## src/hdl/dss_pkg.sv

```systemverilog
// Shared types, codes and constants of the drive sequencer with soft-start ramp.
// No dependencies; every other file of the block imports this package.
package dss_pkg;

    // Parameter defaults
    localparam int DUTY_BITS_DEF    = 8;
    localparam int TIMER_BITS_DEF   = 16;
    localparam int CENTER_DEG_DEF   = 90;
    localparam int STEER_OFFSET_DEF = 10;

    localparam int ANGLE_MAX   = 180;
    localparam int ECHO_SCALE  = 17;    // echo microseconds to centimetres, times 1000
    localparam int OBST_SCALE  = 1000;
    localparam int PCT_DIV     = 100;
    localparam int PCT_ENTRIES = 128;
    localparam int RECIP_EXTRA = 7;     // reciprocal shift is DUTY_BITS plus this

    localparam int OBST_THR_BITS = 19;
    localparam int ECHO_X_BITS   = 20;

    // Configuration reset values
    localparam int RST_MAX_SPEED = 180;
    localparam int RST_MIN_SPEED = 30;
    localparam int RST_STEP      = 10;
    localparam int RST_RAMP_MS   = 50;
    localparam int RST_SERVO_MS  = 500;
    localparam int RST_STOP_MS   = 300;
    localparam int RST_OBST_CM   = 5;
    localparam int RST_INNER_PCT = 60;

    typedef enum logic [2:0] {
        CFG_MAX_SPEED = 3'd0,
        CFG_MIN_SPEED = 3'd1,
        CFG_STEP      = 3'd2,
        CFG_RAMP_MS   = 3'd3,
        CFG_SERVO_MS  = 3'd4,
        CFG_STOP_MS   = 3'd5,
        CFG_OBST_CM   = 3'd6,
        CFG_INNER_PCT = 3'd7
    } t_cfg_idx;

    typedef enum logic [2:0] {
        MO_STOP  = 3'd0,
        MO_FWD   = 3'd1,
        MO_BACK  = 3'd2,
        MO_LEFT  = 3'd3,
        MO_RIGHT = 3'd4
    } t_motion;

    typedef enum logic [4:0] {
        PH_IDLE     = 5'b00001,
        PH_SERVO    = 5'b00010,
        PH_RUN      = 5'b00100,
        PH_STOPPING = 5'b01000,
        PH_RETURN   = 5'b10000
    } t_phase;

    // Phase codes as reported on the result
    localparam logic [2:0] PHC_IDLE     = 3'd0;
    localparam logic [2:0] PHC_SERVO    = 3'd1;
    localparam logic [2:0] PHC_RUN      = 3'd2;
    localparam logic [2:0] PHC_STOPPING = 3'd3;
    localparam logic [2:0] PHC_RETURN   = 3'd4;

    // Command status codes
    localparam logic [2:0] ST_NONE      = 3'd0;
    localparam logic [2:0] ST_ACCEPTED  = 3'd1;
    localparam logic [2:0] ST_BLOCKED   = 3'd2;
    localparam logic [2:0] ST_BUSY      = 3'd3;
    localparam logic [2:0] ST_SPEED_OFF = 3'd4;
    localparam logic [2:0] ST_UNKNOWN   = 3'd5;

    // Command characters
    localparam logic [7:0] CHR_F      = 8'h46;
    localparam logic [7:0] CHR_B      = 8'h42;
    localparam logic [7:0] CHR_L      = 8'h4C;
    localparam logic [7:0] CHR_R      = 8'h52;
    localparam logic [7:0] CHR_S      = 8'h53;
    localparam logic [7:0] CHR_LOW_A  = 8'h61;
    localparam logic [7:0] CHR_LOW_Z  = 8'h7A;
    localparam logic [7:0] CHR_ZERO   = 8'h30;
    localparam logic [7:0] CHR_COLON  = 8'h3A;
    localparam logic [7:0] CASE_SHIFT = 8'd32;

    typedef struct packed {
        logic [7:0]               max_speed;
        logic [7:0]               min_speed;
        logic [6:0]               speed_step;
        logic [15:0]              ramp_ms;
        logic [15:0]              servo_ms;
        logic [15:0]              stop_ms;
        logic [OBST_THR_BITS-1:0] obst_thr;   // obstacle_cm * 1000
    } t_cfg;

    typedef struct packed {
        logic        cmd_valid;
        logic [7:0]  cmd_byte;
        logic        range_valid;
        logic [14:0] echo_us;
    } t_req;

    typedef struct packed {
        logic [7:0] right_fwd_duty;
        logic [7:0] right_rev_duty;
        logic [7:0] left_fwd_duty;
        logic [7:0] left_rev_duty;
        logic [7:0] steer_angle;
        logic [2:0] seq_phase;
        logic [2:0] motion_now;
        logic       obstacle_flag;
        logic [2:0] cmd_status;
        logic [7:0] ramp_speed;
    } t_res;

    typedef logic [31:0] t_recip_tbl [PCT_ENTRIES];

    // Reciprocal factors for floor(x * pct / 100) as (x * k) >> shift,
    // exact for x below 2^(shift - RECIP_EXTRA). Built at elaboration.
    function automatic t_recip_tbl recip_table(input int shift);
        t_recip_tbl tbl;
        for (int i = 0; i < PCT_ENTRIES; i++) begin
            tbl[i] = 32'(((longint'(i) << shift) / PCT_DIV) + 1);
        end
        return tbl;
    endfunction

endpackage

```

## src/hdl/dss_req_if.sv

```systemverilog
// Request channel of the drive sequencer: valid, ready and one tick's input fields.
// Depends on dss_pkg for the payload type.
interface dss_req_if;
    import dss_pkg::*;

    logic valid;
    logic ready;
    t_req data;

    modport source (output valid, output data, input ready);
    modport sink   (input valid, input data, output ready);
endinterface

```

## src/hdl/dss_res_if.sv

```systemverilog
// Result channel of the drive sequencer: valid, ready and one tick's result fields.
// Depends on dss_pkg for the payload type.
interface dss_res_if;
    import dss_pkg::*;

    logic valid;
    logic ready;
    t_res data;

    modport source (output valid, output data, input ready);
    modport sink   (input valid, input data, output ready);
endinterface

```

## src/hdl/dss_cfg_regs.sv

```systemverilog
// Configuration registers of the drive sequencer, with the derived obstacle
// threshold and inner-wheel reciprocal factor. Depends on dss_pkg.
module dss_cfg_regs #(
    parameter int DUTY_BITS = dss_pkg::DUTY_BITS_DEF
) (
    input  logic                    i_clk,
    input  logic                    i_rst_n,
    input  logic                    i_cfg_we,
    input  logic [2:0]              i_cfg_idx,
    input  logic [15:0]             i_cfg_data,
    output dss_pkg::t_cfg           o_cfg,
    output logic [DUTY_BITS+dss_pkg::RECIP_EXTRA:0] o_inner_k
);
    import dss_pkg::*;

    localparam int         SHIFT    = DUTY_BITS + RECIP_EXTRA;
    localparam int         KW       = SHIFT + 1;
    localparam t_recip_tbl RECIP    = recip_table(SHIFT);

    t_cfg          r_cfg;
    logic [KW-1:0] r_inner_k;
    t_cfg_idx      idx;

    assign idx = t_cfg_idx'(i_cfg_idx);

    always_ff @(posedge i_clk) begin
        if (!i_rst_n) begin
            r_cfg.max_speed  <= 8'(RST_MAX_SPEED);
            r_cfg.min_speed  <= 8'(RST_MIN_SPEED);
            r_cfg.speed_step <= 7'(RST_STEP);
            r_cfg.ramp_ms    <= 16'(RST_RAMP_MS);
            r_cfg.servo_ms   <= 16'(RST_SERVO_MS);
            r_cfg.stop_ms    <= 16'(RST_STOP_MS);
            r_cfg.obst_thr   <= OBST_THR_BITS'(RST_OBST_CM * OBST_SCALE);
            r_inner_k        <= RECIP[RST_INNER_PCT][KW-1:0];
        end else if (i_cfg_we) begin
            case (idx)
                CFG_MAX_SPEED: r_cfg.max_speed  <= i_cfg_data[7:0];
                CFG_MIN_SPEED: r_cfg.min_speed  <= i_cfg_data[7:0];
                CFG_STEP:      r_cfg.speed_step <= i_cfg_data[6:0];
                CFG_RAMP_MS:   r_cfg.ramp_ms    <= i_cfg_data;
                CFG_SERVO_MS:  r_cfg.servo_ms   <= i_cfg_data;
                CFG_STOP_MS:   r_cfg.stop_ms    <= i_cfg_data;
                // scale once here so the tick path only compares
                CFG_OBST_CM:   r_cfg.obst_thr   <= OBST_THR_BITS'(i_cfg_data[8:0])
                                                   * OBST_THR_BITS'(OBST_SCALE);
                CFG_INNER_PCT: r_inner_k        <= RECIP[i_cfg_data[6:0]][KW-1:0];
                default: ;
            endcase
        end
    end

    assign o_cfg     = r_cfg;
    assign o_inner_k = r_inner_k;
endmodule

```

## src/hdl/dss_core.sv

```systemverilog
// Sequencer state and the per-tick update: obstacle latch, command decode,
// phase sequencer, soft-start ramp and servo. Depends on dss_pkg.
module dss_core #(
    parameter int DUTY_BITS        = dss_pkg::DUTY_BITS_DEF,
    parameter int TIMER_BITS       = dss_pkg::TIMER_BITS_DEF,
    parameter int CENTER_DEG       = dss_pkg::CENTER_DEG_DEF,
    parameter int STEER_OFFSET_DEG = dss_pkg::STEER_OFFSET_DEF
) (
    input  logic                    i_clk,
    input  logic                    i_rst_n,
    input  logic                    i_step,
    input  dss_pkg::t_req           i_req,
    input  dss_pkg::t_cfg           i_cfg,
    input  logic [DUTY_BITS+dss_pkg::RECIP_EXTRA:0] i_inner_k,
    output dss_pkg::t_res           o_res
);
    import dss_pkg::*;

    localparam int SHIFT    = DUTY_BITS + RECIP_EXTRA;
    localparam int KW       = SHIFT + 1;
    localparam int PW       = DUTY_BITS + KW;
    localparam int WW       = (DUTY_BITS > 8 ? DUTY_BITS : 8) + 2;
    localparam int CW       = (TIMER_BITS > 16 ? TIMER_BITS : 16);
    localparam int DUTY_MAX = (1 << DUTY_BITS) - 1;

    localparam logic [7:0] ANG_LEFT   = 8'((CENTER_DEG + STEER_OFFSET_DEG > ANGLE_MAX)
                                           ? ANGLE_MAX : CENTER_DEG + STEER_OFFSET_DEG);
    localparam logic [7:0] ANG_RIGHT  = 8'((CENTER_DEG < STEER_OFFSET_DEG)
                                           ? 0 : CENTER_DEG - STEER_OFFSET_DEG);
    localparam logic [7:0] ANG_CENTER = 8'((CENTER_DEG > ANGLE_MAX) ? ANGLE_MAX : CENTER_DEG);

    localparam logic [TIMER_BITS-1:0] TMAX = {TIMER_BITS{1'b1}};
    localparam logic [WW-1:0]         DMAX = WW'(DUTY_MAX);

    logic [DUTY_BITS-1:0]  r_speed,   n_speed;
    t_motion               r_cur,     n_cur;
    t_motion               r_goal,    n_goal;
    t_motion               r_pend,    n_pend;
    t_phase                r_phase,   n_phase;
    logic                  r_latch,   n_latch;
    logic [TIMER_BITS-1:0] r_ramp_el, n_ramp_el;
    logic [TIMER_BITS-1:0] r_ph_el,   n_ph_el;
    logic [7:0]            r_servo,   n_servo;
    logic [DUTY_BITS-1:0]  r_duty [4];
    logic [DUTY_BITS-1:0]  n_duty [4];
    logic [2:0]            status;
    logic [2:0]            phase_code;

    always_comb begin
        logic [ECHO_X_BITS-1:0] echo_x;
        logic                   hit;
        logic [7:0]             c;
        logic [WW-1:0]          sp_w;
        logic [WW-1:0]          ceil_w;
        logic [WW-1:0]          dec_w;
        logic [WW-1:0]          min_w;
        logic [PW-1:0]          prod;
        logic [DUTY_BITS:0]     q;
        logic [DUTY_BITS-1:0]   inner;

        n_speed   = r_speed;
        n_cur     = r_cur;
        n_goal    = r_goal;
        n_pend    = r_pend;
        n_phase   = r_phase;
        n_latch   = r_latch;
        n_servo   = r_servo;
        n_duty    = r_duty;
        status    = ST_NONE;
        n_ramp_el = (r_ramp_el == TMAX) ? r_ramp_el : r_ramp_el + 1'b1;
        n_ph_el   = (r_ph_el == TMAX) ? r_ph_el : r_ph_el + 1'b1;

        // obstacle latch
        echo_x = ECHO_X_BITS'(i_req.echo_us) * ECHO_X_BITS'(ECHO_SCALE);
        hit    = (i_req.echo_us != '0) && (echo_x <= ECHO_X_BITS'(i_cfg.obst_thr));
        if (i_req.range_valid) begin
            if (hit) begin
                if (!n_latch) begin
                    n_latch = 1'b1;
                    if (n_goal inside {MO_FWD, MO_LEFT, MO_RIGHT}) begin
                        if (n_phase == PH_RUN && (n_cur inside {MO_LEFT, MO_RIGHT})) begin
                            n_phase = PH_STOPPING;
                            n_ph_el = '0;
                        end else begin
                            n_phase = PH_IDLE;
                        end
                        n_goal = MO_STOP;
                    end
                end
            end else begin
                n_latch = 1'b0;
            end
        end

        // command decode, either case
        c = i_req.cmd_byte;
        if (c inside {[CHR_LOW_A:CHR_LOW_Z]}) begin
            c = c - CASE_SHIFT;
        end
        if (i_req.cmd_valid) begin
            case (c)
                CHR_S: begin
                    if (n_phase == PH_RUN && (n_cur inside {MO_LEFT, MO_RIGHT})) begin
                        n_phase = PH_STOPPING;
                        n_ph_el = '0;
                    end else begin
                        n_phase = PH_IDLE;
                    end
                    n_goal = MO_STOP;
                    status = ST_ACCEPTED;
                end
                CHR_F: begin
                    if (n_latch) begin
                        status = ST_BLOCKED;
                    end else begin
                        n_goal = MO_FWD;
                        status = ST_ACCEPTED;
                    end
                end
                CHR_B: begin
                    n_goal = MO_BACK;
                    status = ST_ACCEPTED;
                end
                CHR_L, CHR_R: begin
                    if (n_latch) begin
                        status = ST_BLOCKED;
                    end else if (n_phase != PH_IDLE) begin
                        status = ST_BUSY;
                    end else begin
                        n_pend  = (c == CHR_L) ? MO_LEFT : MO_RIGHT;
                        n_servo = (c == CHR_L) ? ANG_LEFT : ANG_RIGHT;
                        n_phase = PH_SERVO;
                        n_ph_el = '0;
                        status  = ST_ACCEPTED;
                    end
                end
                default: begin
                    if (c inside {[CHR_ZERO:CHR_COLON]}) begin
                        status = ST_SPEED_OFF;
                    end else begin
                        status = ST_UNKNOWN;
                    end
                end
            endcase
        end

        // phase sequencer
        case (n_phase)
            PH_SERVO: begin
                if (CW'(n_ph_el) >= CW'(i_cfg.servo_ms)) begin
                    n_phase = PH_RUN;
                    n_goal  = n_pend;
                end
            end
            PH_STOPPING: begin
                if (n_cur == MO_STOP && CW'(n_ph_el) >= CW'(i_cfg.stop_ms)) begin
                    n_phase = PH_RETURN;
                    n_ph_el = '0;
                    n_servo = ANG_CENTER;
                end
            end
            PH_RETURN: begin
                if (CW'(n_ph_el) >= CW'(i_cfg.servo_ms)) begin
                    n_phase = PH_IDLE;
                end
            end
            default: ;
        endcase

        // soft-start ramp
        ceil_w = (WW'(i_cfg.max_speed) > DMAX) ? DMAX : WW'(i_cfg.max_speed);
        min_w  = (WW'(i_cfg.min_speed) > DMAX) ? DMAX : WW'(i_cfg.min_speed);
        dec_w  = WW'({i_cfg.speed_step, 1'b0});
        sp_w   = WW'(n_speed);
        if (CW'(n_ramp_el) >= CW'(i_cfg.ramp_ms)) begin
            n_ramp_el = '0;
            // the slot is used up even while the servo is moving
            if (n_phase inside {PH_IDLE, PH_RUN, PH_STOPPING}) begin
                if (n_goal == MO_STOP) begin
                    if (sp_w != '0) begin
                        sp_w = (sp_w > dec_w) ? sp_w - dec_w : '0;
                        if (sp_w == '0) begin
                            n_cur = MO_STOP;
                            for (int i = 0; i < 4; i++) begin
                                n_duty[i] = '0;
                            end
                        end
                    end
                end else if (n_cur != n_goal) begin
                    sp_w  = min_w;
                    n_cur = n_goal;
                    if (n_goal == MO_BACK) begin
                        n_duty[0] = '0;
                        n_duty[2] = '0;
                    end else begin
                        n_duty[1] = '0;
                        n_duty[3] = '0;
                    end
                end else if (sp_w < ceil_w) begin
                    sp_w = sp_w + WW'(i_cfg.speed_step);
                    if (sp_w > ceil_w) begin
                        sp_w = ceil_w;
                    end
                end
                n_speed = sp_w[DUTY_BITS-1:0];

                prod  = PW'(n_speed) * PW'(i_inner_k);
                q     = prod[PW-1:SHIFT];
                inner = q[DUTY_BITS] ? {DUTY_BITS{1'b1}} : q[DUTY_BITS-1:0];
                if (n_speed != '0) begin
                    case (n_cur)
                        MO_FWD: begin
                            n_duty[0] = n_speed;
                            n_duty[2] = n_speed;
                        end
                        MO_BACK: begin
                            n_duty[1] = n_speed;
                            n_duty[3] = n_speed;
                        end
                        MO_LEFT: begin
                            n_duty[0] = n_speed;
                            n_duty[2] = inner;
                        end
                        MO_RIGHT: begin
                            n_duty[0] = inner;
                            n_duty[2] = n_speed;
                        end
                        default: ;
                    endcase
                end
            end
        end
    end

    always_comb begin
        case (n_phase)
            PH_IDLE:     phase_code = PHC_IDLE;
            PH_SERVO:    phase_code = PHC_SERVO;
            PH_RUN:      phase_code = PHC_RUN;
            PH_STOPPING: phase_code = PHC_STOPPING;
            PH_RETURN:   phase_code = PHC_RETURN;
            default:     phase_code = PHC_IDLE;
        endcase
    end

    always_ff @(posedge i_clk) begin
        if (!i_rst_n) begin
            r_speed   <= '0;
            r_cur     <= MO_STOP;
            r_goal    <= MO_STOP;
            r_pend    <= MO_STOP;
            r_phase   <= PH_IDLE;
            r_latch   <= 1'b0;
            r_ramp_el <= '0;
            r_ph_el   <= '0;
            r_servo   <= ANG_CENTER;
            for (int i = 0; i < 4; i++) begin
                r_duty[i] <= '0;
            end
        end else if (i_step) begin
            r_speed   <= n_speed;
            r_cur     <= n_cur;
            r_goal    <= n_goal;
            r_pend    <= n_pend;
            r_phase   <= n_phase;
            r_latch   <= n_latch;
            r_ramp_el <= n_ramp_el;
            r_ph_el   <= n_ph_el;
            r_servo   <= n_servo;
            r_duty    <= n_duty;
        end
    end

    assign o_res.right_fwd_duty = 8'(n_duty[0]);
    assign o_res.right_rev_duty = 8'(n_duty[1]);
    assign o_res.left_fwd_duty  = 8'(n_duty[2]);
    assign o_res.left_rev_duty  = 8'(n_duty[3]);
    assign o_res.steer_angle    = n_servo;
    assign o_res.seq_phase      = phase_code;
    assign o_res.motion_now     = n_cur;
    assign o_res.obstacle_flag  = n_latch;
    assign o_res.cmd_status     = status;
    assign o_res.ramp_speed     = 8'(n_speed);
endmodule

```

## src/hdl/drive_sequencer_soft_start_unit.sv

```systemverilog
// Top level of the drive sequencer with soft-start ramp: input register,
// sequencer core, result register and configuration registers.
// Depends on dss_pkg, dss_req_if, dss_res_if, dss_cfg_regs and dss_core.
//
//  channel   direction  carries
//  i_req     in         one millisecond tick: command byte and echo time
//  o_res     out        four duties, servo angle, phase, motion, flags, speed
//  i_cfg_*   in         register writes, index 0..7, no read-back
//
// One tick per cycle sustained while results are taken; an accepted request is
// captured into the input register, and its core update goes into the result
// register. The core logic between the two registers, one small multiply for
// the inner wheel, sets the clock. Reset is synchronous and active low and
// clears the sequencer state, valid flags and configuration registers to their
// defaults, but not the payload registers. A stalled result holds both
// registers; a new tick is still taken while the input register is free.
module drive_sequencer_soft_start_unit #(
    parameter int DUTY_BITS        = dss_pkg::DUTY_BITS_DEF,
    parameter int TIMER_BITS       = dss_pkg::TIMER_BITS_DEF,
    parameter int CENTER_DEG       = dss_pkg::CENTER_DEG_DEF,
    parameter int STEER_OFFSET_DEG = dss_pkg::STEER_OFFSET_DEF
) (
    input  logic        i_clk,
    input  logic        i_rst_n,
    dss_req_if.sink     i_req,
    dss_res_if.source   o_res,
    input  logic        i_cfg_we,
    input  logic [2:0]  i_cfg_idx,
    input  logic [15:0] i_cfg_data
);
    import dss_pkg::*;

    localparam int KW = DUTY_BITS + RECIP_EXTRA + 1;

    logic          r_in_valid;
    t_req          r_in_data;
    logic          r_out_valid;
    t_res          r_out_data;
    logic          advance;
    logic          step;
    t_cfg          cfg;
    logic [KW-1:0] inner_k;
    t_res          core_res;

    assign advance     = !r_out_valid || o_res.ready;
    assign step        = r_in_valid && advance;
    assign i_req.ready = !r_in_valid || advance;

    always_ff @(posedge i_clk) begin
        if (!i_rst_n) begin
            r_in_valid  <= 1'b0;
            r_out_valid <= 1'b0;
        end else begin
            if (i_req.ready) begin
                r_in_valid <= i_req.valid;
            end
            if (advance) begin
                r_out_valid <= r_in_valid;
            end
        end
    end

    // payload registers: capture only, no reset
    always_ff @(posedge i_clk) begin
        if (i_req.valid && i_req.ready) begin
            r_in_data <= i_req.data;
        end
        if (step) begin
            r_out_data <= core_res;
        end
    end

    dss_cfg_regs #(
        .DUTY_BITS (DUTY_BITS)
    ) u_cfg (
        .i_clk      (i_clk),
        .i_rst_n    (i_rst_n),
        .i_cfg_we   (i_cfg_we),
        .i_cfg_idx  (i_cfg_idx),
        .i_cfg_data (i_cfg_data),
        .o_cfg      (cfg),
        .o_inner_k  (inner_k)
    );

    dss_core #(
        .DUTY_BITS        (DUTY_BITS),
        .TIMER_BITS       (TIMER_BITS),
        .CENTER_DEG       (CENTER_DEG),
        .STEER_OFFSET_DEG (STEER_OFFSET_DEG)
    ) u_core (
        .i_clk     (i_clk),
        .i_rst_n   (i_rst_n),
        .i_step    (step),
        .i_req     (r_in_data),
        .i_cfg     (cfg),
        .i_inner_k (inner_k),
        .o_res     (core_res)
    );

    assign o_res.valid = r_out_valid;
    assign o_res.data  = r_out_data;
endmodule

```

## src/flat_wrapper.sv

```systemverilog
// flat-port wrapper written by rule: the top's interface ports become plain ports
module drive_sequencer_soft_start_unit_flat import dss_pkg::*;
#(
    parameter int DUTY_BITS        = dss_pkg::DUTY_BITS_DEF,
    parameter int TIMER_BITS       = dss_pkg::TIMER_BITS_DEF,
    parameter int CENTER_DEG       = dss_pkg::CENTER_DEG_DEF,
    parameter int STEER_OFFSET_DEG = dss_pkg::STEER_OFFSET_DEF
)
  (i_clk, i_rst_n, i_cfg_we, i_cfg_idx, i_cfg_data, i_req_valid, i_req_data, i_req_ready, o_res_valid, o_res_data, o_res_ready);
  dss_req_if i_req_i ();
  dss_res_if o_res_i ();
  input  logic i_clk;
  input  logic i_rst_n;
  input  logic i_cfg_we;
  input  logic [2:0] i_cfg_idx;
  input  logic [15:0] i_cfg_data;
  input wire logic [$bits(i_req_i.valid)-1:0] i_req_valid;
  input wire logic [$bits(i_req_i.data)-1:0] i_req_data;
  output wire logic [$bits(i_req_i.ready)-1:0] i_req_ready;
  output wire logic [$bits(o_res_i.valid)-1:0] o_res_valid;
  output wire logic [$bits(o_res_i.data)-1:0] o_res_data;
  input wire logic [$bits(o_res_i.ready)-1:0] o_res_ready;
  assign i_req_i.valid = i_req_valid;
  assign i_req_i.data = i_req_data;
  assign i_req_ready = i_req_i.ready;
  assign o_res_valid = o_res_i.valid;
  assign o_res_data = o_res_i.data;
  assign o_res_i.ready = o_res_ready;
  drive_sequencer_soft_start_unit #(.DUTY_BITS(DUTY_BITS), .TIMER_BITS(TIMER_BITS), .CENTER_DEG(CENTER_DEG), .STEER_OFFSET_DEG(STEER_OFFSET_DEG)) u_core (.i_clk(i_clk), .i_rst_n(i_rst_n), .i_req(i_req_i), .o_res(o_res_i), .i_cfg_we(i_cfg_we), .i_cfg_idx(i_cfg_idx), .i_cfg_data(i_cfg_data));
endmodule
```

## config.mk

```make
export PLATFORM = sky130hd
export DESIGN_NAME = drive_sequencer_soft_start_unit_flat
export DESIGN_NICKNAME = d
export VERILOG_FILES = /design/src/hdl/dss_pkg.sv /design/src/hdl/dss_req_if.sv /design/src/hdl/dss_res_if.sv /design/src/hdl/dss_cfg_regs.sv /design/src/hdl/dss_core.sv /design/src/hdl/drive_sequencer_soft_start_unit.sv /design/src/flat_wrapper.sv
export SDC_FILE = /design/constraint.sdc
export NUM_CORES = 1
export LEC_CHECK = 0
export ABC_CLOCK_PERIOD_IN_PS = 24500
export BUFFER_PORTS_ARGS = -buffer_cell sky130_fd_sc_hd__buf_4
export CAP_MARGIN = 20
export CORE_MARGIN = 5
export CORE_UTILIZATION = 60
export DETAILED_ROUTE_END_ITERATION = 12
export PLACE_DENSITY_LB_ADDON = 0.1
export SLEW_MARGIN = 20
export SYNTH_ARGS = -nofsm -noshare
export SYNTH_HDL_FRONTEND = slang
export SYNTH_SLANG_ARGS = --single-unit
```

## constraint.sdc

```tcl
create_clock -name i_clk -period 24.5 [get_ports i_clk]
set_clock_uncertainty 0.1 [all_clocks]
set_input_delay 2.45 -clock i_clk [delete_from_list [all_inputs] [get_ports i_clk]]
set_output_delay 2.45 -clock i_clk [all_outputs]
set_load 0.01 [all_outputs]
```

Word level (Yosys, flattened, before mapping)
Memory sizes are Yosys's and may differ from the RTL's. A register that Yosys moved wholly into a read port is not among the register bits.
Index checks and enable logic that the tools add are counted.
{"block": "op_classes", "addsub": 5, "mul": 3, "div_mod_pow": 0, "n_lt_le_gt_ge": 11, "eq_ne": 36, "shifts": 0, "n_mux": 93, "bitwise": 1, "reduce_logical": 35}
{"op": "2-to-1 mux 16 bit", "count": 14}
{"op": "2-to-1 mux 32 bit", "count": 7}
{"op": "2-to-1 mux 8 bit", "count": 23}
{"op": "2-to-1 mux 3 bit", "count": 21}
{"op": "2-to-1 mux 5 bit", "count": 10}
{"op": "greater-or-equal comparator 16 bit", "count": 3}
{"op": "== test 8 x 7 -> 1 bit (second input constant)", "count": 5}
{"op": "adder 16 x 1 -> 16 bit (second input constant)", "count": 2}
{"op": "== test 16 bit (second input constant)", "count": 2}
{"op": "one-hot mux 16 bit (2 select lines)", "count": 1}
{"op": "one-hot mux 8 bit (2 select lines)", "count": 2}
{"op": "multiplier 8 x 16 -> 24 bit", "count": 1}
{"op": "== test 3 x 2 -> 1 bit (second input constant)", "count": 7}
{"op": "== test 3 bit (second input constant)", "count": 7}
{"op": "<= comparator 20 x 19 -> 1 bit", "count": 1}
{"op": "multiplier 15 x 5 -> 20 bit (second input constant)", "count": 1}
{"op": "one-hot mux 3 bit (3 select lines)", "count": 2}
{"op": "multiplier 9 x 7 -> 16 bit (second input constant)", "count": 1}
{"op": "AND reduction 2 bit", "count": 8}
{"op": "nonzero test 8 bit", "count": 2}
{"op": "== test 5 x 3 -> 1 bit (second input constant)", "count": 3}
{"op": "one-hot mux 5 bit (3 select lines)", "count": 1}
{"op": "nonzero test 15 bit", "count": 1}
{"op": "one-hot mux 3 bit (4 select lines)", "count": 1}
{"op": "32 further kinds", "count": 58}
{"block": "totals", "register_bits": 267, "latch_bits": 0, "mem_bits_rw": 0, "mem_bits_ro": 4096, "in_bits": 49, "mem_count": 1}
{"memory": "(no name shown)", "depth": 128, "word_bits": 32, "rd": 1, "rd_ports_with_merged_regs": 1, "wr": 0, "line": "dss_cfg_regs.sv:47", "text": "CFG_INNER_PCT: r_inner_k <= RECIP[i_cfg_data[6:0]][KW-1:0];"}

Logic depth before layout (Yosys ltp)
Gate-level depths: netlist of the first run.
{"block": "depth", "depth_word": 27, "mapped_depth": 61}

By module
A second synthesis of the first run with hierarchy kept.
{"block": "hier_totals", "hier_cells": 2866, "area_unflattened_um2": 24219.5}
{"mod": "dss_core", "instances": 1, "cells_per_inst": 1825, "area_each_um2": 14058.5, "seq_area_each_um2": 1901.8}
{"mod": "dss_cfg_regs", "instances": 1, "cells_per_inst": 949, "area_each_um2": 7564.8, "seq_area_each_um2": 2062.0}
{"mod": "drive_sequencer_soft_start_unit", "instances": 1, "cells_per_inst": 92, "area_each_um2": 2596.2, "seq_area_each_um2": 2532.4}

Least setup slack after synthesis of the first run
Ideal clock, no wire load.
{"block": "synth_path", "path_type": "flip-flop to flip-flop", "startpoint": "register u_core.r_in_data[6] (netlist bit)", "endpoint": "register u_core.r_out_data, in the netlist u_core.o_res.data[55] (data pin)", "setup_time_ns": 0.259, "arrival_time_ns": 12.988, "path_slack_ns": 11.153, "stages_incl_launch_ff": 57, "n_path_buf": 4, "period_less_slack_ns": 13.347, "cell_sequence": "edfxtp_1 > ha_1 > ha_1 > a21o_1 > a21oi_1 > o21bai_1 > a21oi_1 > o21bai_1 > a21oi_1 > o21bai_1 > a21oi_1 > o21bai_1 > a21oi_1 > xnor2_1 > ha_1 > nand4_1 > or3_4 > o32ai_4 > [... 21 more ...] > inv_1 > fa_1 > inv_1 > fa_1 > inv_1 > ha_1 > a21o_1 > a21o_1 > a21o_1 > a2111oi_0 > o21ai_0 > a21o_1 > a21oi_1 > a21boi_1 > or3_1 > a21oi_1 > o21ai_1 > a211o_1"}
{"element": "from (decl)", "line": "drive_sequencer_soft_start_unit.sv:36", "text": "t_req r_in_data;"}
{"element": "from (signal assigned)", "line": "drive_sequencer_soft_start_unit.sv:66", "text": "r_in_data <= i_req.data;"}
{"element": "to (signal assigned)", "line": "drive_sequencer_soft_start_unit.sv:69", "text": "r_out_data <= core_res;"}
{"element": "to (decl)", "line": "drive_sequencer_soft_start_unit.sv:38", "text": "t_res r_out_data;"}

==> results of run 1 <==
[synth_stat cells, types with 32 or more instances]
cell type / instances / area (µm²)
a21boi_0: 92 / 690.7
o211ai_1: 53 / 397.9
clkbuf_1: 124 / 465.5
dfxtp_1: 200 / 4004
inv_1: 234 / 878.3
edfxtp_1: 83 / 2492
and2_1: 99 / 619.3
o21ai_0: 162 / 810.8
xnor2_1: 40 / 350.3
nand2_1: 378 / 1419
fa_1: 113 / 2262
ha_1: 214 / 2678
a21o_1: 49 / 367.9
nand3_1: 67 / 335.3
nor2b_1: 88 / 550.5
nand2b_1: 32 / 200.2
a21oi_1: 124 / 620.6
nor2_1: 150 / 563.0
[worst max-delay path: cells and delay by family (launching register included)]
family	cells	cell delay (ns)
AO/OA/AOI/OAI	32	8.94
adder cells (fa/ha/maj)	9	3.49
AND/OR/NAND/NOR	9	2.01
flip-flops	1	0.43
XOR/XNOR	1	0.10
buffers and inverters	2	0.09
[metrics by stage]
stage / utilization (%) / cell area, µm² / worst slack, ns / std cells / hold WS [ns]
final: 66.69 / 25890 / 9.072 / 3363 / 0.3397
after global routing: 66.69 / 25890 / 8.016 / 3363 / 0.3740
after CTS: 66.64 / 25870 / 9.261 / 3362 / 0.3368
after detailed placement: 63.78 / 24760 / 9.337 / 3305 / 0.3248
after global placement: 63.78 / 24760 / 9.806 / 3305 / 0.3107
after floorplan: - / 23690 / 11.15 / 2802 / 0.3038
[area by class of cell]
cell class,count,area share [%]
Inverter,237,3.445
Clock buffer,42,3.368
Timing Repair Buffer,134,3.899
Sequential cell,283,25.09
Tap cell,518,2.503
Multi-Input combinational cell,2134,60.77
Clock inverter,15,0.9229
[registers in the layout (all words and copies together) (netlist names)]
name / cells
u_core.u_cfg.o_cfg: 87
u_core.o_res.data: 58
u_core.u_core.r_duty: 32
u_core.r_in_data: 25
u_core.u_cfg.o_inner_k: 16
u_core.u_core.r_ph_el: 16
u_core.u_core.r_ramp_el: 16
u_core.u_core.r_servo: 8
u_core.u_core.r_speed: 8
u_core.u_core.r_phase: 5
u_core.u_core.r_cur: 3
u_core.u_core.r_goal: 3
u_core.u_core.r_pend: 3
u_core.o_res.valid: 1
u_core.r_in_valid: 1
u_core.u_core.r_latch: 1
[per-layer routing]
metal  vias to the layer above  track usage [%]
met3                       106            4.739
li1                       9829                -
met2                       814            45.37
met5                         -                0
met4                         0            5.963
met1                      9707            39.53
[final timing paths]
path | startpoint | cells after the start | slack [ns] | to
min | u_core.u_core.r_servo[0] | 2 | 0.34 | u_core.u_core.r_servo[0]
max reg2reg | u_core.r_in_data[6] | 53 | 9.07 | u_core.o_res.data[55]
min reg2reg | u_core.u_core.r_servo[0] | 2 | 0.34 | u_core.u_core.r_servo[0]
max | u_core.r_in_data[6] | 53 | 9.07 | u_core.o_res.data[55]
[cells by family after synthesis]
logic type	share of synthesized area [%]
flops	27.42
simple gates	19.88
compound gates	21.36
mux	1.791
buf+inv	6.259
fa+ha+maj	20.85
xor+xnor	2.440
[power by group through the flow]
| stage | clock, µW | sequential [µW] | combinational [µW] |
|---|---|---|---|
| final | 507 | 507 | 307 |
| after global routing | 532 | 508 | 346 |
| after CTS | 514 | 507 | 307 |
| after detailed placement | 0 | 517 | 304 |
| after global placement | 0 | 517 | 297 |
| after floorplan | 0 | 515 | 224 |
==> results.ini, run 1 <==
[global_routing]
grt_max_degree = 113
grt_overflow_total = 0
grt_pass1_wl_um = 103300
grt_usage_pct = 27.91
antenna_found_initial = 0
grt_pass1_vias = 19800

[detailed_routing]
wl_met1_um = 27480
antenna_left = 0
detail_route.wl_per_cell_um = 18.61
routed.top_layer = met4
remaining_drc_errors = 0
drtIter0Drc = 1797
via_per_inst = 6.083
drt-total-wl_um = 62580
route.vias.total = 20460
drtPass1Iterations = 5
wl_met2_um = 28880
dr_wl_met3_um = 4871

[floorplanning]
placementRows = 72
io_pins = 109
core_area_mm2 = 0.03883
start_util_pct = 61.01
die_w_um = 208.7
fp.dieArea_mm2 = 0.04355
dieHeight_um = 208.7

[finish]
final_net_count = 3197
area_delta_synth_final_pct = 9.312
diodes = 0
layout_commonest_cell = nand2_1
multiInputGateArea_mm2 = 0.01574
drive_gt1_share_pct = 8.436
n_fill_cell = 3210
regArea_mm2 = 0.006496
layout_common_cells = nand2_1, inv_1, ha_1, dfxtp_1, o21ai_0

[power_and_ir_drop]
p_int_uw = 935.0
p_per_area_mw_per_mm2 = 51.04
seqPwrFrac_pct = 38.4
power_uw = 1322
ir_worst_vdd_mv = 0.06681
power.switching_uw = 386.5
clockPowerShare_pct = 38.4
combPwrFrac_pct = 23.2
switching_share_pct = 29.24
leakagePower_uw = 0.01125

[sta]
max_clock_freq_mhz = 64.82
period_needed_ns = 15.43
timing.setup.tns_ns = 0
tightestPinTransition_ns = 1.070
setup_viol = 0
slew_headroom_pct = 28.21
fin_crit_sh_pct = 62.97
rsz0062_at_grt = false
slew_violations = 0
hold_viol_final = 0

[setup_path]
start_kind = flip-flop
cpPeakStageDelay_ns = 0.85
end_kind = flip-flop
path_common_cell = a21oi_1
path_class = reg2reg
worstPathArrival_ns = 15.65
crit_fanout = 22
cp.required_ns = 24.72
cpMaxStageDelayCell = a221o_1

[clocking]
ctsHoldBuffers = 0
cts_buffer_depth = 3
clock_latency_ns = 0.57
cts_resized = 0
h-tree-depth = 1
cts.clk_slew.worst_paths_ns = 0.06
cts_tree = built
post_cts_buffers = 0
clock-sinks = 283
cts-root-buf = clkbuf_16
cts_inserted_buffers = 31

[hold_path]
min_path_type = reg2reg

[run_status]
status = complete, no violations

[yosys]
synth_cells = 2802
syn_area_per_cell_um2 = 8.454
yosys_warnings = 0
syn-num-nets = 3178
syn_area_mm2 = 0.02369
yosys_register_bits = 283
async_reset_ff_share_pct = 0
synth_edf_count = 83
synth_cell_types = 101
synth-main-ff-cell = dfxtp_1
synth.yosys.seq_area_share_pct = 27.42

[place]
gp_congestion = 0.9575
detailed_place_hpwl_um = 45500
place.port_buffers = 108

[run]
maxCapViolations = 0

Power figures use the tool's default switching activity.
==> run 2, diff against run 1 <==
- ABC_CLOCK_PERIOD_IN_PS: 24500 -> 13510
- CORE_UTILIZATION: 60 -> 58
- clock period: 24.5 -> 13.51 ns (I/O delays scaled with it)
==> results.ini, run 2 (synthesis results as in run 1) <==
[run_status]
status = complete, no violations

[finish]
layout_common_cells = nand2_1, inv_1, ha_1, dfxtp_1, buf_4
largest_reg_flops = 87
area_delta_synth_final_pct = 11.56
layout_commonest_cell = nand2_1
diodes = 0
final_net_count = 3253
drive_gt1_share_pct = 10.99
n_fill_cell = 3450
final_cells = 3434

[floorplanning]
dieHeight_um = 212.1
io_pins = 109
fp.dieArea_mm2 = 0.04498
placementRows = 74
core_area_mm2 = 0.04065
start_util_pct = 58.28
die_w_um = 212.1

[global_routing]
grt_pass1_vias = 20200
grt_usage_pct = 27.91
grt_pass1_wl_um = 104300
grt_max_degree = 108
antenna_found_initial = 1
grt_overflow_total = 0

[place]
gp_congestion = 0.9293
detailed_place_hpwl_um = 47000
dp.cells = 3347
place.port_buffers = 108

[setup_path]
cp.required_ns = 13.73
crit_fanout = 8
cp_top_family = compound AO/OA/AOI/OAI gates
critPathBufInv = 9
path_class = reg2reg
cpMaxStageDelayCell = fa_1
start_kind = flip-flop
end_kind = flip-flop
worstPathArrival_ns = 13.31
cpPeakStageDelay_ns = 0.56
path_common_cell = buf_4

[sta]
hold_viol_final = 0
tightestPinTransition_ns = 1.070
slew_headroom_pct = 28.38
period_needed_ns = 13.09
slew_violations = 0
whs_ns = 0.3315
fin_crit_sh_pct = 96.89
setup_viol = 0
max_clock_freq_mhz = 76.40

[detailed_routing]
via_per_inst = 6.028
route.vias.total = 20700
drtPass1Iterations = 6
antenna_left = 0
remaining_drc_errors = 0
drt-total-wl_um = 64210
drtIter0Drc = 1684
detail_route.wl_per_cell_um = 18.70

[clocking]
cts_inserted_buffers = 31
ctsHoldBuffers = 0
h-tree-depth = 1
clock_latency_ns = 0.57
cts_tree = built
cts_buffer_depth = 3
clock-sinks = 283
cts.clk_slew.worst_paths_ns = 0.06
cts-root-buf = clkbuf_16

[power_and_ir_drop]
ir_worst_vdd_mv = 0.1001
p_per_area_mw_per_mm2 = 88.54
leakagePower_uw = 0.01150

[hold_path]
min_path_type = reg2reg

[run]
maxCapViolations = 0

==> run 2: through the flow <==
stage	setup TNS, ns	setup WS (ns)	cell area (µm²)	power [µW]	utilization (%)
after floorplan	0	0.1628	23690	1340	-
after global placement	0	0.06385	24990	1473	61.48
after detailed placement	-1.152	-0.1882	25000	1487	61.49
after CTS	0	0.01744	26130	2340	64.29
after global routing	-1.474	-0.1672	26430	2467	65.02
final	0	0.4202	26430	2340	65.02
==> run 2: what timing repair did <==
action,in CTS,in global routing
endpoints found under the setup margin,29,32
resized for setup,8,32
pin swaps,4,27
setup buffers,9,19
==> run 2: area by class of cell <==
| class | count | area, µm² | area share [%] |
|---|---|---|---|
| Tap cell | 532 | 665.6 | 2.519 |
| Inverter | 237 | 892.1 | 3.376 |
| Sequential cell | 283 | 6496 | 24.58 |
| Clock buffer | 45 | 868.3 | 3.286 |
| Clock inverter | 13 | 152.6 | 0.5776 |
| Timing Repair Buffer | 190 | 1441 | 5.454 |
| Multi-Input combinational cell | 2134 | 15910 | 60.21 |
==> run 2: worst paths after layout <==
path	start	to	cells past startpoint	slack [ns]
max	u_core.r_in_data[6]	u_core.o_res.data[55]	56	0.42
min	u_core.u_core.r_servo[0]	u_core.u_core.r_servo[0]	2	0.33
max reg2reg	u_core.r_in_data[6]	u_core.o_res.data[55]	56	0.42
min reg2reg	u_core.u_core.r_servo[0]	u_core.u_core.r_servo[0]	2	0.33
==> run 2: worst min-delay path, delay by kind of cell, from the launching register on <==
| family | cells | cell delay [ns] |
|---|---|---|
| flops | 1 | 0.31 |
| buf+inv | 1 | 0.05 |
| simple gates | 1 | 0.03 |
==> run 2: report_power, final <==
group | leakage, µW | switching, µW | internal, µW
clock network | 0.000499 | 351 | 503
registers | 0.00242 | 20.6 | 899
logic | 0.00859 | 326 | 240
total | 0.0115 | 698 | 1640
==> run 2: routing by layer <==
metal | track usage (%) | vias to the layer above | part of all wire [%] | wire length, µm
met5 | 0 | - | 0.020 | 13
met4 | 6.775 | 2 | 2.7 | 1705
met3 | 3.113 | 118 | 5.9 | 3776
met1 | 38.92 | 9969 | 44 | 28260
met2 | 46.89 | 673 | 47 | 30460
li1 | - | 9937 | - | -
